$ cat src/hkse_pkg.sv
// ----------------------------------------------------------------------------
// hkse_pkg
// Shared types and constants for the heap k-smallest extractor.
// ----------------------------------------------------------------------------
package hkse_pkg;

  localparam int unsigned VAL_W  = 32;  // heap value width
  localparam int unsigned IDX_W  = 6;   // entry index field width
  localparam int unsigned SIZE_W = 7;   // heap_size register width
  localparam int unsigned ACT_W  = 2;

  typedef enum logic [ACT_W-1:0] {
    ACT_WRITE   = 2'd0,
    ACT_EXTRACT = 2'd1,
    ACT_RESTART = 2'd2
  } action_e;

  typedef enum logic [4:0] {
    S_IDLE,
    S_POP,
    S_POP_LAST,
    S_LAST_POS,
    S_LAST_KEY,
    S_DN_CHK,
    S_DN_LPOS,
    S_DN_LKEY,
    S_DN_RPOS,
    S_DN_RKEY,
    S_DN_MOVE,
    S_DN_PLACE,
    S_RES_RD,
    S_RES_VAL,
    S_PUSH_CHK,
    S_PUSH_KEY,
    S_UP_CHK,
    S_UP_PPOS,
    S_UP_PKEY,
    S_UP_PLACE,
    S_PUSH_NEXT,
    S_FINISH
  } state_e;

endpackage

$ cat src/hkse_if.sv
// ----------------------------------------------------------------------------
// hkse channel interfaces
// Request, response and configuration channels, valid/ready handshake.
// ----------------------------------------------------------------------------
interface hkse_req_if;
  logic                                 valid;
  logic                                 ready;
  logic [hkse_pkg::ACT_W-1:0]           action;
  logic [hkse_pkg::IDX_W-1:0]           entry_index;
  logic signed [hkse_pkg::VAL_W-1:0]    entry_value;

  modport source (output valid, action, entry_index, entry_value, input ready);
  modport sink   (input valid, action, entry_index, entry_value, output ready);
endinterface

interface hkse_rsp_if;
  logic                                 valid;
  logic                                 ready;
  logic signed [hkse_pkg::VAL_W-1:0]    smallest_value;
  logic                                 is_empty;

  modport source (output valid, smallest_value, is_empty, input ready);
  modport sink   (input valid, smallest_value, is_empty, output ready);
endinterface

interface hkse_cfg_if;
  logic                                 valid;
  logic                                 ready;
  logic [hkse_pkg::SIZE_W-1:0]          heap_size;

  modport source (output valid, heap_size, input ready);
  modport sink   (input valid, heap_size, output ready);
endinterface

$ cat src/hkse_ram.sv
// ----------------------------------------------------------------------------
// hkse_ram
// Simple dual-port RAM: one write port, one read port with registered data.
// ----------------------------------------------------------------------------
module hkse_ram #(
  parameter int unsigned DEPTH = 64,
  parameter int unsigned WIDTH = 32
) (
  input  logic                     clk_i,
  input  logic                     we_i,
  input  logic [$clog2(DEPTH)-1:0] waddr_i,
  input  logic [WIDTH-1:0]         wdata_i,
  input  logic [$clog2(DEPTH)-1:0] raddr_i,
  output logic [WIDTH-1:0]         rdata_o
);

  logic [WIDTH-1:0] mem [DEPTH];

  always_ff @(posedge clk_i) begin
    if (we_i) begin
      mem[waddr_i] <= wdata_i;
    end
    rdata_o <= mem[raddr_i];
  end

endmodule

$ cat src/heap_k_smallest_extractor.sv
// ----------------------------------------------------------------------------
// heap_k_smallest_extractor
// Returns the values of a loaded binary min-heap in ascending order, one per
// extract, by way of a frontier heap of positions.
// ----------------------------------------------------------------------------
// Writes and restarts give no result; an extract that finds nothing left
// returns an empty result. Any other extract returns one result. Each store
// has a single read port, so every key fetch of a frontier entry is a
// frontier slot read followed by a heap value read. The first extract reads
// the root; a later one pops the frontier top and sifts the last frontier
// entry down from the top. Each of the result's two children is then pushed,
// unless it lies beyond the heap or the frontier is full, and is sifted up.
// The request channel is ready only while the sequencer is idle; a finished
// result is held back only while the previous one still waits unaccepted in
// the output register. Values of heap positions never written are undefined.
// heap_size above HEAP_DEPTH acts as HEAP_DEPTH.
module heap_k_smallest_extractor #(
  parameter int unsigned HEAP_DEPTH = 64
) (
  input  logic       clk_i,
  input  logic       rst_ni,
  hkse_req_if.sink   req_i,
  hkse_cfg_if.sink   cfg_i,
  hkse_rsp_if.source rsp_o
);

  localparam int unsigned POS_W = $clog2(HEAP_DEPTH);
  localparam int unsigned CNT_W = $clog2(HEAP_DEPTH + 1);
  localparam int unsigned CH_W  = POS_W + 2;
  localparam int unsigned VW    = hkse_pkg::VAL_W;

  hkse_pkg::state_e state_q, state_d;

  logic [hkse_pkg::SIZE_W-1:0] heap_size_q, heap_size_d;
  logic                        started_q, started_d;
  logic [CNT_W-1:0]            fcount_q, fcount_d;
  logic                        second_q, second_d;
  logic                        out_valid_q, out_valid_d;

  logic [POS_W-1:0]     slot_q, slot_d;
  logic [CH_W-1:0]      ch_q, ch_d;
  logic [POS_W-1:0]     x_pos_q, x_pos_d;
  logic signed [VW-1:0] x_key_q, x_key_d;
  logic [POS_W-1:0]     tmp_pos_q, tmp_pos_d;
  logic [POS_W-1:0]     best_pos_q, best_pos_d;
  logic signed [VW-1:0] best_key_q, best_key_d;
  logic [POS_W-1:0]     best_slot_q, best_slot_d;
  logic                 best_move_q, best_move_d;
  logic [POS_W-1:0]     res_pos_q, res_pos_d;
  logic signed [VW-1:0] res_val_q, res_val_d;
  logic                 res_empty_q, res_empty_d;
  logic signed [VW-1:0] out_val_q, out_val_d;
  logic                 out_empty_q, out_empty_d;

  // store ports
  logic             heap_we, fr_we;
  logic [POS_W-1:0] heap_wa, heap_ra, fr_wa, fr_ra, fr_wd, fr_rd;
  logic [VW-1:0]    heap_wd, heap_rd_raw;
  logic signed [VW-1:0] heap_rd;

  // shared comparator
  logic signed [VW-1:0] cmp_a, cmp_b;
  logic                 cmp_lt;

  logic [CNT_W-1:0] live_size;
  logic [CH_W-1:0]  dn_l, dn_r;
  logic [POS_W-1:0] up_parent;

  hkse_ram #(.DEPTH(HEAP_DEPTH), .WIDTH(VW)) u_heap_ram (
    .clk_i   (clk_i),
    .we_i    (heap_we),
    .waddr_i (heap_wa),
    .wdata_i (heap_wd),
    .raddr_i (heap_ra),
    .rdata_o (heap_rd_raw)
  );

  hkse_ram #(.DEPTH(HEAP_DEPTH), .WIDTH(POS_W)) u_frontier_ram (
    .clk_i   (clk_i),
    .we_i    (fr_we),
    .waddr_i (fr_wa),
    .wdata_i (fr_wd),
    .raddr_i (fr_ra),
    .rdata_o (fr_rd)
  );

  assign heap_rd = signed'(heap_rd_raw);
  assign cmp_lt  = cmp_a < cmp_b;

  always_comb begin
    if (32'(heap_size_q) > HEAP_DEPTH) begin
      live_size = CNT_W'(HEAP_DEPTH);
    end else begin
      live_size = CNT_W'(heap_size_q);
    end
  end

  assign dn_l      = {1'b0, slot_q, 1'b1};
  assign dn_r      = dn_l + CH_W'(1);
  assign up_parent = (slot_q - POS_W'(1)) >> 1;

  assign req_i.ready          = (state_q == hkse_pkg::S_IDLE);
  assign cfg_i.ready          = 1'b1;
  assign rsp_o.valid          = out_valid_q;
  assign rsp_o.smallest_value = out_val_q;
  assign rsp_o.is_empty       = out_empty_q;

  always_comb begin
    state_d     = state_q;
    heap_size_d = heap_size_q;
    started_d   = started_q;
    fcount_d    = fcount_q;
    second_d    = second_q;
    slot_d      = slot_q;
    ch_d        = ch_q;
    x_pos_d     = x_pos_q;
    x_key_d     = x_key_q;
    tmp_pos_d   = tmp_pos_q;
    best_pos_d  = best_pos_q;
    best_key_d  = best_key_q;
    best_slot_d = best_slot_q;
    best_move_d = best_move_q;
    res_pos_d   = res_pos_q;
    res_val_d   = res_val_q;
    res_empty_d = res_empty_q;
    out_val_d   = out_val_q;
    out_empty_d = out_empty_q;
    out_valid_d = out_valid_q && !rsp_o.ready;

    heap_we = 1'b0;
    heap_wa = POS_W'(req_i.entry_index);
    heap_wd = req_i.entry_value;
    heap_ra = '0;
    fr_we   = 1'b0;
    fr_wa   = slot_q;
    fr_wd   = x_pos_q;
    fr_ra   = '0;
    cmp_a   = heap_rd;
    cmp_b   = x_key_q;

    if (cfg_i.valid) begin
      heap_size_d = cfg_i.heap_size;
    end

    unique case (state_q)
      hkse_pkg::S_IDLE: begin
        if (req_i.valid) begin
          unique case (hkse_pkg::action_e'(req_i.action))
            hkse_pkg::ACT_WRITE: begin
              heap_we = (32'(req_i.entry_index) < HEAP_DEPTH);
            end
            hkse_pkg::ACT_RESTART: begin
              fcount_d  = '0;
              started_d = 1'b0;
            end
            hkse_pkg::ACT_EXTRACT: begin
              if (!started_q && live_size == '0) begin
                res_val_d   = '0;
                res_empty_d = 1'b1;
                state_d     = hkse_pkg::S_FINISH;
              end else if (!started_q) begin
                // root first, then its children seed the frontier
                started_d = 1'b1;
                fcount_d  = '0;
                res_pos_d = '0;
                state_d   = hkse_pkg::S_RES_RD;
              end else if (fcount_q == '0) begin
                res_val_d   = '0;
                res_empty_d = 1'b1;
                state_d     = hkse_pkg::S_FINISH;
              end else begin
                state_d = hkse_pkg::S_POP;
              end
            end
            default: ;
          endcase
        end
      end
      hkse_pkg::S_POP: begin
        fr_ra    = '0;
        fcount_d = fcount_q - CNT_W'(1);
        state_d  = hkse_pkg::S_POP_LAST;
      end
      hkse_pkg::S_POP_LAST: begin
        res_pos_d = fr_rd;
        if (fcount_q == '0) begin
          state_d = hkse_pkg::S_RES_RD;
        end else begin
          fr_ra   = POS_W'(fcount_q);
          state_d = hkse_pkg::S_LAST_POS;
        end
      end
      hkse_pkg::S_LAST_POS: begin
        x_pos_d = fr_rd;
        heap_ra = fr_rd;
        state_d = hkse_pkg::S_LAST_KEY;
      end
      hkse_pkg::S_LAST_KEY: begin
        // last entry is carried as a hole from the root downwards
        x_key_d = heap_rd;
        slot_d  = '0;
        state_d = hkse_pkg::S_DN_CHK;
      end
      hkse_pkg::S_DN_CHK: begin
        if (32'(dn_l) < 32'(fcount_q)) begin
          fr_ra   = POS_W'(dn_l);
          state_d = hkse_pkg::S_DN_LPOS;
        end else begin
          state_d = hkse_pkg::S_DN_PLACE;
        end
      end
      hkse_pkg::S_DN_LPOS: begin
        tmp_pos_d = fr_rd;
        heap_ra   = fr_rd;
        state_d   = hkse_pkg::S_DN_LKEY;
      end
      hkse_pkg::S_DN_LKEY: begin
        cmp_a = heap_rd;
        cmp_b = x_key_q;
        if (cmp_lt) begin
          best_move_d = 1'b1;
          best_key_d  = heap_rd;
          best_pos_d  = tmp_pos_q;
          best_slot_d = POS_W'(dn_l);
        end else begin
          best_move_d = 1'b0;
          best_key_d  = x_key_q;
        end
        if (32'(dn_r) < 32'(fcount_q)) begin
          fr_ra   = POS_W'(dn_r);
          state_d = hkse_pkg::S_DN_RPOS;
        end else begin
          state_d = hkse_pkg::S_DN_MOVE;
        end
      end
      hkse_pkg::S_DN_RPOS: begin
        tmp_pos_d = fr_rd;
        heap_ra   = fr_rd;
        state_d   = hkse_pkg::S_DN_RKEY;
      end
      hkse_pkg::S_DN_RKEY: begin
        cmp_a = heap_rd;
        cmp_b = best_key_q;
        if (cmp_lt) begin
          best_move_d = 1'b1;
          best_pos_d  = tmp_pos_q;
          best_slot_d = POS_W'(dn_r);
        end
        state_d = hkse_pkg::S_DN_MOVE;
      end
      hkse_pkg::S_DN_MOVE: begin
        if (best_move_q) begin
          fr_we   = 1'b1;
          fr_wd   = best_pos_q;
          slot_d  = best_slot_q;
          state_d = hkse_pkg::S_DN_CHK;
        end else begin
          state_d = hkse_pkg::S_DN_PLACE;
        end
      end
      hkse_pkg::S_DN_PLACE: begin
        fr_we   = 1'b1;
        state_d = hkse_pkg::S_RES_RD;
      end
      hkse_pkg::S_RES_RD: begin
        heap_ra = res_pos_q;
        state_d = hkse_pkg::S_RES_VAL;
      end
      hkse_pkg::S_RES_VAL: begin
        res_val_d   = heap_rd;
        res_empty_d = 1'b0;
        ch_d        = {1'b0, res_pos_q, 1'b1};
        second_d    = 1'b0;
        state_d     = hkse_pkg::S_PUSH_CHK;
      end
      hkse_pkg::S_PUSH_CHK: begin
        if (32'(ch_q) < 32'(live_size) && 32'(fcount_q) < HEAP_DEPTH) begin
          x_pos_d  = POS_W'(ch_q);
          heap_ra  = POS_W'(ch_q);
          slot_d   = POS_W'(fcount_q);
          fcount_d = fcount_q + CNT_W'(1);
          state_d  = hkse_pkg::S_PUSH_KEY;
        end else begin
          state_d = hkse_pkg::S_PUSH_NEXT;
        end
      end
      hkse_pkg::S_PUSH_KEY: begin
        x_key_d = heap_rd;
        state_d = hkse_pkg::S_UP_CHK;
      end
      hkse_pkg::S_UP_CHK: begin
        if (slot_q == '0) begin
          state_d = hkse_pkg::S_UP_PLACE;
        end else begin
          fr_ra   = up_parent;
          state_d = hkse_pkg::S_UP_PPOS;
        end
      end
      hkse_pkg::S_UP_PPOS: begin
        tmp_pos_d = fr_rd;
        heap_ra   = fr_rd;
        state_d   = hkse_pkg::S_UP_PKEY;
      end
      hkse_pkg::S_UP_PKEY: begin
        cmp_a = x_key_q;
        cmp_b = heap_rd;
        if (cmp_lt) begin
          // parent moves down into the hole
          fr_we   = 1'b1;
          fr_wd   = tmp_pos_q;
          slot_d  = up_parent;
          state_d = hkse_pkg::S_UP_CHK;
        end else begin
          state_d = hkse_pkg::S_UP_PLACE;
        end
      end
      hkse_pkg::S_UP_PLACE: begin
        fr_we   = 1'b1;
        state_d = hkse_pkg::S_PUSH_NEXT;
      end
      hkse_pkg::S_PUSH_NEXT: begin
        if (!second_q) begin
          second_d = 1'b1;
          ch_d     = ch_q + CH_W'(1);
          state_d  = hkse_pkg::S_PUSH_CHK;
        end else begin
          state_d = hkse_pkg::S_FINISH;
        end
      end
      hkse_pkg::S_FINISH: begin
        if (!out_valid_q || rsp_o.ready) begin
          out_valid_d = 1'b1;
          out_val_d   = res_val_q;
          out_empty_d = res_empty_q;
          state_d     = hkse_pkg::S_IDLE;
        end
      end
      default: begin
        state_d = hkse_pkg::S_IDLE;
      end
    endcase
  end

  always_ff @(posedge clk_i or negedge rst_ni) begin
    if (!rst_ni) begin
      state_q     <= hkse_pkg::S_IDLE;
      heap_size_q <= '0;
      started_q   <= 1'b0;
      fcount_q    <= '0;
      second_q    <= 1'b0;
      out_valid_q <= 1'b0;
    end else begin
      state_q     <= state_d;
      heap_size_q <= heap_size_d;
      started_q   <= started_d;
      fcount_q    <= fcount_d;
      second_q    <= second_d;
      out_valid_q <= out_valid_d;
    end
  end

  always_ff @(posedge clk_i) begin
    slot_q      <= slot_d;
    ch_q        <= ch_d;
    x_pos_q     <= x_pos_d;
    x_key_q     <= x_key_d;
    tmp_pos_q   <= tmp_pos_d;
    best_pos_q  <= best_pos_d;
    best_key_q  <= best_key_d;
    best_slot_q <= best_slot_d;
    best_move_q <= best_move_d;
    res_pos_q   <= res_pos_d;
    res_val_q   <= res_val_d;
    res_empty_q <= res_empty_d;
    out_val_q   <= out_val_d;
    out_empty_q <= out_empty_d;
  end

  a_count_bound : assert property (@(posedge clk_i) disable iff (!rst_ni)
    fcount_q <= CNT_W'(HEAP_DEPTH))
    else $error("frontier count beyond depth");

  a_idle_frontier : assert property (@(posedge clk_i) disable iff (!rst_ni)
    !started_q |-> fcount_q == '0)
    else $error("frontier holds entries before extraction started");

  a_empty_zero : assert property (@(posedge clk_i) disable iff (!rst_ni)
    out_valid_q && out_empty_q |-> out_val_q == '0)
    else $error("empty result carries a nonzero value");

  a_rsp_source : assert property (@(posedge clk_i) disable iff (!rst_ni)
    $rose(out_valid_q) |-> $past(state_q == hkse_pkg::S_FINISH))
    else $error("result beat raised outside the finish step");

endmodule
$ cat src/flat_wrapper.sv
// flat-port wrapper written by rule: the top's interface ports become plain ports
module heap_k_smallest_extractor_flat 
#(
  parameter int unsigned HEAP_DEPTH = 64
)
  (clk_i, rst_ni, req_i_valid, req_i_action, req_i_entry_index, req_i_entry_value, req_i_ready, cfg_i_valid, cfg_i_heap_size, cfg_i_ready, rsp_o_valid, rsp_o_smallest_value, rsp_o_is_empty, rsp_o_ready);
  hkse_req_if req_i_i ();
  hkse_cfg_if cfg_i_i ();
  hkse_rsp_if rsp_o_i ();
  input  logic clk_i;
  input  logic rst_ni;
  input wire logic [$bits(req_i_i.valid)-1:0] req_i_valid;
  input wire logic [$bits(req_i_i.action)-1:0] req_i_action;
  input wire logic [$bits(req_i_i.entry_index)-1:0] req_i_entry_index;
  input wire logic [$bits(req_i_i.entry_value)-1:0] req_i_entry_value;
  output wire logic [$bits(req_i_i.ready)-1:0] req_i_ready;
  input wire logic [$bits(cfg_i_i.valid)-1:0] cfg_i_valid;
  input wire logic [$bits(cfg_i_i.heap_size)-1:0] cfg_i_heap_size;
  output wire logic [$bits(cfg_i_i.ready)-1:0] cfg_i_ready;
  output wire logic [$bits(rsp_o_i.valid)-1:0] rsp_o_valid;
  output wire logic [$bits(rsp_o_i.smallest_value)-1:0] rsp_o_smallest_value;
  output wire logic [$bits(rsp_o_i.is_empty)-1:0] rsp_o_is_empty;
  input wire logic [$bits(rsp_o_i.ready)-1:0] rsp_o_ready;
  assign req_i_i.valid = req_i_valid;
  assign req_i_i.action = req_i_action;
  assign req_i_i.entry_index = req_i_entry_index;
  assign req_i_i.entry_value = req_i_entry_value;
  assign req_i_ready = req_i_i.ready;
  assign cfg_i_i.valid = cfg_i_valid;
  assign cfg_i_i.heap_size = cfg_i_heap_size;
  assign cfg_i_ready = cfg_i_i.ready;
  assign rsp_o_valid = rsp_o_i.valid;
  assign rsp_o_smallest_value = rsp_o_i.smallest_value;
  assign rsp_o_is_empty = rsp_o_i.is_empty;
  assign rsp_o_i.ready = rsp_o_ready;
  heap_k_smallest_extractor #(.HEAP_DEPTH(HEAP_DEPTH)) u_core (.clk_i(clk_i), .rst_ni(rst_ni), .req_i(req_i_i), .cfg_i(cfg_i_i), .rsp_o(rsp_o_i));
endmodule
$ cat config.mk
export PLATFORM = sky130hd
export DESIGN_NAME = heap_k_smallest_extractor_flat
export DESIGN_NICKNAME = d
export VERILOG_FILES = /design/src/hkse_pkg.sv /design/src/hkse_if.sv /design/src/hkse_ram.sv /design/src/heap_k_smallest_extractor.sv /design/src/flat_wrapper.sv
export SDC_FILE = /design/constraint.sdc
export NUM_CORES = 2
export LEC_CHECK = 0
export BUFFER_PORTS_ARGS = -buffer_cell sky130_fd_sc_hd__buf_2
export CORE_ASPECT_RATIO = 0.9
export CORE_MARGIN = 4
export CORE_UTILIZATION = 25
export DETAILED_ROUTE_END_ITERATION = 10
export PLACE_DENSITY = 0.5
export SLEW_MARGIN = 20
export SYNTH_ARGS = -nofsm -noshare
export SYNTH_HDL_FRONTEND = slang
export SYNTH_HIERARCHICAL = 1
export SYNTH_SLANG_ARGS = --single-unit
$ cat constraint.sdc
create_clock -name clk_i -period 6.3 [get_ports clk_i]
set_input_delay 0.315 -clock clk_i [delete_from_list [all_inputs] [get_ports clk_i]]
set_output_delay 0.315 -clock clk_i [all_outputs]
set_load 0.02 [all_outputs]
## Word level (Yosys, flattened, before mapping)

Memory sizes are Yosys's and may differ from the RTL's. A register that Yosys moved wholly into a read port is not among the register bits.
Cells that the tools add are included.

| cells by class | value |
|---|---|
| $lt $le $gt $ge | 6 |
| muxes and demuxes | 80 |
| reduce and logical (&&, ||, !) cells | 37 |
| $add $sub $neg | 5 |
| equal/unequal tests | 40 |

Operator list:

| kind | count |
|---|---|
| $mux W32 | 7 |
| $pmux W32 S2 | 2 |
| $pmux W5 S22 | 1 |
| $mux W6 | 16 |
| $pmux W6 S2 | 4 |
| $pmux W6 S4 | 2 |
| $mux W5 | 9 |
| $eq A5 B4 Y1 const B | 8 |
| $mux W7 | 5 |
| $lt A32 B32 Y1 | 1 |
| $eq A5 B5 Y1 const B | 6 |
| $pmux W7 S3 | 1 |
| $eq A5 B3 Y1 const B | 4 |
| $mux W1 | 18 |
| $pmux W6 S3 | 1 |
| $lt A8 B7 Y1 | 2 |
| $pmux W8 S2 | 1 |
| $logic_not A7 Y1 | 2 |
| $ne A2 B1 Y1 const B | 7 |
| $pmux W7 S2 | 1 |
| $mux W4 | 3 |
| $reduce_bool A2 Y1 | 6 |
| $eq A5 B2 Y1 const B | 2 |
| $ne A2 B2 Y1 const B | 5 |
| 33 further kinds | 54 |

| storage, ports and cells | value |
|---|---|
| bits in writable memories | 2432 |
| memories kept | 2 |
| bits of input ports | 52 |
| flip-flop bits (word level) | 197 |

Memories:

| name | depth | bits a word | read ports | clocked after Yosys merged registers in | wr ports | line | RTL |
|---|---|---|---|---|---|---|---|
| u_core.u_heap_ram.mem | 64 | 32 | 1 | 1 | 1 | hkse_ram.sv:17 | `logic [WIDTH-1:0] mem [DEPTH];` |
| u_core.u_frontier_ram.mem | 64 | 6 | 1 | 1 | 1 | hkse_ram.sv:17 |  |

## Depth between registers and ports, before layout

| logic depth | value |
|---|---|
| depth in word-level cells | 8 |
| depth in mapped cells | 22 |
| mapped depth without buffers | 16 |

## Hierarchy

Netlist, hierarchy kept.

By module, submodules not included:

| module | instances | area each (um^2) | cells an instance |
|---|---|---|---|
| hkse_ram (u_core.u_heap_ram) | 1 | 78515.3 | 3324 |
| hkse_ram (u_core.u_frontier_ram) | 1 | 15205.8 | 729 |
| heap_k_smallest_extractor | 1 | 10971.8 | 989 |

## Worst setup path after synthesis

No wires, ideal clock.

| timing path | value |
|---|---|
| kind | reg2reg |
| from | register u_core.state_q[0] |
| to | memory u_core/u_frontier_ram/mem[0][5] (netlist bit), data pin |
| clock period less this slack | 5935 ps |
| setup slack | 365 ps |
| stages on the path, launching flop included | 15 |
| required time | 5733 ps |
| arrival | 5368 ps |
| setup time | 567 ps |
| cells stage by stage | dfrtp_1 > buf_2 > or3b_1 > nor2_1 > clkbuf_1 > a22o_1 > a21oi_1 > ha_1 > a2111oi_0 > o21ai_0 > a311oi_1 > o211ai_1 > nor3_4 > mux2i_1 > o221ai_1 |

| between the ends | value |
|---|---|
| longest elaborated chain between the ends | 5 |

RTL lines:

| what | line | RTL |
|---|---|---|
| start: declaration | heap_k_smallest_extractor.sv:32 | `hkse_pkg::state_e state_q, state_d;` |
| start signal: assignment | heap_k_smallest_extractor.sv:346 | `state_q <= hkse_pkg::S_IDLE;` |
| start signal: assignment | heap_k_smallest_extractor.sv:353 | `state_q <= state_d;` |
| $eq A5 B5 Y1 / $eq A5 B4 Y1 (equally long branches) | heap_k_smallest_extractor.sv:145 | `unique case (state_q)` |
| $pmux W32 S2 / $mux W32 (equally long branches) | heap_k_smallest_extractor.sv:145 |  |
| $lt A32 B32 Y1 | heap_k_smallest_extractor.sv:88 | `assign cmp_lt = cmp_a < cmp_b;` |
| $mux W6 | heap_k_smallest_extractor.sv:307 | `if (cmp_lt) begin` |
| $pmux W6 S2 * | heap_k_smallest_extractor.sv:145 |  |
| net u_core.fr_wd[5] | heap_k_smallest_extractor.sv:57 | `logic [POS_W-1:0] heap_wa, heap_ra, fr_wa, fr_ra, fr_wd, fr_rd;` |
| end: declaration | hkse_ram.sv:17 |  |

Mark *: on every way through the listed nets, which the timed path passes. The rest lies on a longest branch.

## Final worst setup path

| timing path | value |
|---|---|
| from | register u_core/heap_size_q[6] (netlist bit) |
| to | register u_core.u_heap_ram.rdata_o[12], read port of u_core.u_heap_ram.mem |

| between the ends | value |
|---|---|
| longest elaborated chain between the ends | 6 |

RTL lines:

| what | line | RTL |
|---|---|---|
| start: declaration | heap_k_smallest_extractor.sv:34 | `logic [hkse_pkg::SIZE_W-1:0] heap_size_q, heap_size_d;` |
| start signal: assignment | heap_k_smallest_extractor.sv:354 | `heap_size_q <= heap_size_d;` |
| $gt A7 B7 Y1 | heap_k_smallest_extractor.sv:91 | `if (32'(heap_size_q) > HEAP_DEPTH) begin` |
| $mux W7 * | heap_k_smallest_extractor.sv:91 |  |
| $lt A8 B7 Y1 * | heap_k_smallest_extractor.sv:277 | `if (32'(ch_q) < 32'(live_size) && 32'(fcount_q) < HEAP_DEPTH) begin` |
| $logic_and A1 B1 Y1 * | heap_k_smallest_extractor.sv:277 |  |
| $mux W6 * | heap_k_smallest_extractor.sv:277 |  |
| $pmux W6 S3 * | heap_k_smallest_extractor.sv:145 |  |
| net u_core.heap_ra[0] | heap_k_smallest_extractor.sv:57 |  |
| end: declaration | hkse_ram.sv:14 | `output logic [WIDTH-1:0] rdata_o` |

Marks and branches as above.
A chain may end at the register's enable or synchronous reset.

==> results <==
- The total cell area at the placement stage is 0.114 mm².
- In this run, synthesis produced a sequential element count of 2,667.
- In the global route stage, met1 resource usage came out at 0.194.
- The cell leakage power is 37.8 nW.
- Across all register-to-register paths, the minimum setup slack is 0.68 ns.
- The number of antenna violations at the first check in global routing came to 28.
- After clock tree synthesis, the setup repair step added 0 buffers.
- The global-route total usage across every layer is 0.135.
- The proportion of layout cells with a drive suffix above 1 is 0.284.
- STA classifies the critical path startpoint as a register.
- Relative to the synthesized area, the layout overhead comes to 18.4%.
- The layout net count is 5,624.
- For the worst setup path, the data required time is 7.05 ns.
- The multi-input combinational cells in the finished layout cover a total of 0.0242 mm².
- The total vias in the final route is 53,400.
- The pin count of the biggest net entering global routing is 87.
- The effective utilization at floorplan is 0.251.
- The most heavily used metal layer in global routing is met2.
- The detail-routed via count per cell is 4.72.
- The share of total power dissipated in combinational logic is 0.285.
- The net count of the mapped netlist is 5,157.
- For this run, design rule violations remaining after detail routing come to 0.
- After detailed routing, the average wire length per cell comes to 26.3 µm.
- Power spread over the standard cell area amounts to 429 mW/mm².
- In this run the core area contains 225 standard-cell rows.
- The clock arrives with 0.0716 ns of skew.
- The count of placed standard cells including taps is 10,800.
- The minimum hold slack is 0.123 ns.
- At the placement stage, the worst setup path has a slack of 0.742 ns.
- The met2 track demand over resource in global routing is 0.201.
- The via count of the first global-routing pass is 54,100.
- The distinct cell type count after synthesis is 84.
- The time the worst path needs with I/O delays and setup is 5.62 ns.
- In this run, synthesis inferred 2,607 flip-flops with an integrated enable.
- The number of sinks handled by clock tree synthesis is 2,667.
- For this run, the top clock speed supported by timing is 178 MHz.
- Before antenna repair, the detailed router went through 5 iterations.
- Ranked by total cell area, the synthesized netlist is headed by sky130_fd_sc_hd__edfxtp_1 (75%), sky130_fd_sc_hd__mux4_2 (14%), sky130_fd_sc_hd__mux2i_1 (1.1%).
- The count of placed standard cells in the final layout, fillers left out is 11,300.
- The first global-routing pass estimated 419,000 µm of wire.
- The worst path meets setup with 0.683 ns of slack.
- The number of buffers added by the clock tree synthesis step is 290.
- The number of port buffers is 86.
- The leftover overflow at the end of global routing is 0.
- The master cell of the clock root buffer is sky130_fd_sc_hd__clkbuf_16.
- The number of hold violations in the final report is 0.
- The internal power of the cells totals 36.4 mW.
- The top cell type by total area after synthesis is sky130_fd_sc_hd__edfxtp_1.
- The vertical die dimension is 622 µm.
- The flow ran to the end, and the final reports show no timing, DRC or antenna violations.
- The part of the total power dissipated in sequential elements is 0.396.
- For this design the total switching power over the nets is 16.8 mW.
- Fill cells in the final layout number 40,500.
- The max-cap check violation count is 0.
- For this run, the register share of the synthesized area comes to 0.760.
- The number of synthesis warnings is 6.
- Synthesis produced a netlist whose cell count is 5,042.
- The width of the die is 690 µm.
- For this block, the initial DRC count from the detailed router was 6,680.
- The most used flip-flop cell after synthesis is sky130_fd_sc_hd__edfxtp_1.
- The I/O pin total is 88.
- Of the available clock period, the critical path in the final layout requires 0.892.
- STA classifies the critical path endpoint as a register.
- Across the whole layout, storage elements account for 0.0796 mm².
- The slew of the pin with the lowest slew margin is 1.15 ns.
- The total number of H-tree levels is 5.
- The register clock-pin slew on the reported worst setup and hold paths is 0.06 ns.
- Headroom to the max-slew limit came out at 0.230.
- The switching share of power is 0.316.
- The routing usage on met3 is 0.0328.
- The die covers 0.429 mm².
- The netlist area before placement is 0.105 mm².
- Adding up every negative setup slack in the final design gives 0 ns.
- The insertion delay of the later-clocked pin in the worst-skew pair is 0.91 ns.
- The HPWL after detailed placement is 177,000 µm.
- The congestion estimate from routability-driven global placement came to 0.827.
- TritonCTS built the clock tree.
- Setup repair after global routing left no endpoint under its margin.
- Averaged over all synthesized cells, the footprint is 20.8 µm².
- The critical path in this run is classified as register to register.
- The number of endpoints failing setup at the final stage is 0.
- In this run the standard cell core region covers 0.417 mm².
- The tightest min-delay check is of the input port to register type.
- The top cell type's share of synthesized area is 0.748.
- The routed wire length is 297,000 µm.
- The detail route stage leaves a number of antenna-violating nets equal to 0.
- The clock passes through at most 4 buffers.
- The largest fanout of any net on the critical path is 32.
- The arrival time at the worst endpoint is 6.37 ns.
- The maximum vdd ir drop is 0.237 mV.
- The summed area of non-filler cells in the final layout is 0.124 mm².
- Counting flops with an async set or reset pin after synthesis yields a share of 0.00825.
- The final number of max-transition violations is 0.
- The share of total power dissipated in the clock network is 0.319.
## cell usage in the layout, fill, tap and decap left out, drive strengths merged, types with 21 or more instances in the layout
cell type / n
dfrtp: 22
nand3: 37
ha: 62
bufinv: 27
mux2i: 114
and2: 46
nor3: 24
o221ai: 32
mux4: 647
clkinv: 120
nor2b: 25
buf: 427
dfxtp: 38
inv: 49
a21oi: 125
dlygate4sd3: 23
clkbuf: 360
o21ai: 52
o22ai: 89
nand2: 241
edfxtp: 2607
a22o: 32
mux2: 45
nor2: 239
a22oi: 21
## flip-flops by register name (all words and copies together) (netlist names), 5 cells and up
signal and flops:
u_core/best_key_q 32, u_core/best_pos_q 6, u_core/best_slot_q 6, u_core/ch_q 8, u_core/fcount_q 7, u_core/fr_wa 6, u_core/heap_size_q 7, u_core/res_pos_q 6
u_core/res_val_q 32, u_core/rsp_o.smallest_value 32, u_core/state_q 5, u_core/tmp_pos_q 6, u_core/u_frontier_ram/mem 384, u_core/u_frontier_ram/rdata_o 6, u_core/u_heap_ram/mem 2048, u_core/u_heap_ram/rdata_o 32
u_core/x_key_q 32, u_core/x_pos_q 6
## power groups by stage
stage | Sequential (mW) | Clock [mW] | Combinational, mW
2_1_floorplan | 20.9 | 0 | 9.57
5_1_grt | 21.1 | 18.2 | 16.2
3_5_place_dp | 21.4 | 0 | 15.3
4_1_cts | 21.1 | 17.4 | 15.3
3_3_place_gp | 21.4 | 0 | 15.2
6_report | 21.1 | 17.0 | 15.2
## worst paths after layout
kind / from / end / depth (start not counted)
setup reg to reg: u_core/heap_size_q[6] / u_core/u_heap_ram/rdata_o[12] / 15
hold reg to reg: u_core/res_empty_q / u_core/rsp_o.is_empty / 0
hold / removal: req_i_entry_value[16] / u_core/u_heap_ram/mem[56][16] / 2
setup / recovery: u_core/heap_size_q[6] / u_core/u_heap_ram/rdata_o[12] / 15
max in group asynchronous: rst_ni / u_core/state_q[3] / 4
min in group asynchronous: rst_ni / u_core/fcount_q[3] / 4
## stage by stage
stage | total power, mW | util
after floorplan | 30.5 | -
after global routing | 55.5 | 0.297
after global placement | 36.6 | 0.274
final | 53.2 | 0.297
after detailed placement | 36.7 | 0.274
after CTS | 53.8 | 0.297
## Yosys cell counts, types with 13 or more instances
master and n:
sky130_fd_sc_hd__nand4_1 15, sky130_fd_sc_hd__dfrtp_1 22, sky130_fd_sc_hd__mux4_2 647, sky130_fd_sc_hd__buf_6 13, sky130_fd_sc_hd__buf_1 31, sky130_fd_sc_hd__nor3_1 22, sky130_fd_sc_hd__nand3_1 37, sky130_fd_sc_hd__ha_1 62
sky130_fd_sc_hd__nor2_1 239, sky130_fd_sc_hd__nand2_1 241, sky130_fd_sc_hd__o22ai_1 89, sky130_fd_sc_hd__nor2b_1 24, sky130_fd_sc_hd__o21ai_0 52, sky130_fd_sc_hd__mux2_2 30, sky130_fd_sc_hd__inv_1 34, sky130_fd_sc_hd__dfxtp_1 38
sky130_fd_sc_hd__xor2_1 13, sky130_fd_sc_hd__buf_2 71, sky130_fd_sc_hd__clkbuf_1 129, sky130_fd_sc_hd__edfxtp_1 2607, sky130_fd_sc_hd__a22oi_1 21, sky130_fd_sc_hd__o221ai_1 32, sky130_fd_sc_hd__o211ai_1 16, sky130_fd_sc_hd__a21oi_1 125
sky130_fd_sc_hd__mux2_4 15, sky130_fd_sc_hd__buf_4 31, sky130_fd_sc_hd__mux2i_1 114, sky130_fd_sc_hd__nand2b_1 19, sky130_fd_sc_hd__and2_1 46, sky130_fd_sc_hd__a22o_1 32
## cell type report
class | count | area share
tap | 5561 | 0.0561
sequential | 2667 | 0.642
antenna | 7 | 0.000141
multi-input combinational | 2063 | 0.195
clock buffer | 360 | 0.0622
clock inverter | 168 | 0.0140
inverter | 37 | 0.00134
timing repair buffer | 450 | 0.0289
## cell families after synthesis
group,count (synthesis),synth area share
adder cells (fa/ha/maj),63,0.00760
AND/OR/NAND/NOR,707,0.0309
multiplexers,806,0.155
AO/OA/AOI/OAI,464,0.0298
other,1,0.0000358
flip-flops,2667,0.760
XOR/XNOR,22,0.00184
buffers and inverters,312,0.0141
## critical path, cell delays in order, from the launching register on
cell	delay (ns)
sky130_fd_sc_hd__dfrtp_1	0.40
sky130_fd_sc_hd__inv_1	0.17
sky130_fd_sc_hd__ha_1	0.28
sky130_fd_sc_hd__a2111oi_0	0.40
sky130_fd_sc_hd__o21ai_0	0.16
sky130_fd_sc_hd__buf_4	0.18
sky130_fd_sc_hd__nor2_1	0.53
sky130_fd_sc_hd__a222oi_1	0.36
sky130_fd_sc_hd__inv_8	0.46
sky130_fd_sc_hd__buf_4	0.57
sky130_fd_sc_hd__buf_4	0.36
sky130_fd_sc_hd__mux4_2	0.55
sky130_fd_sc_hd__mux2i_1	0.19
sky130_fd_sc_hd__a21oi_1	0.22
sky130_fd_sc_hd__a21oi_1	0.54
sky130_fd_sc_hd__nor2_1	0.07
## routing by layer
metal | wire length, µm | part of all wire | vias up
met5 | 13 | 0.000044 | -
met1 | 131000 | 0.44 | 28800
li1 | - | - | 22000
met4 | 7900 | 0.027 | 2
met2 | 132000 | 0.44 | 2241
met3 | 26700 | 0.090 | 443
## repair_timing
item | CTS | global route
hold endpoints to repair | 35 | 0
resized for setup | 0 | 0
hold buffers | 24 | 0
Note: power is estimated with default switching activity, not from simulation.
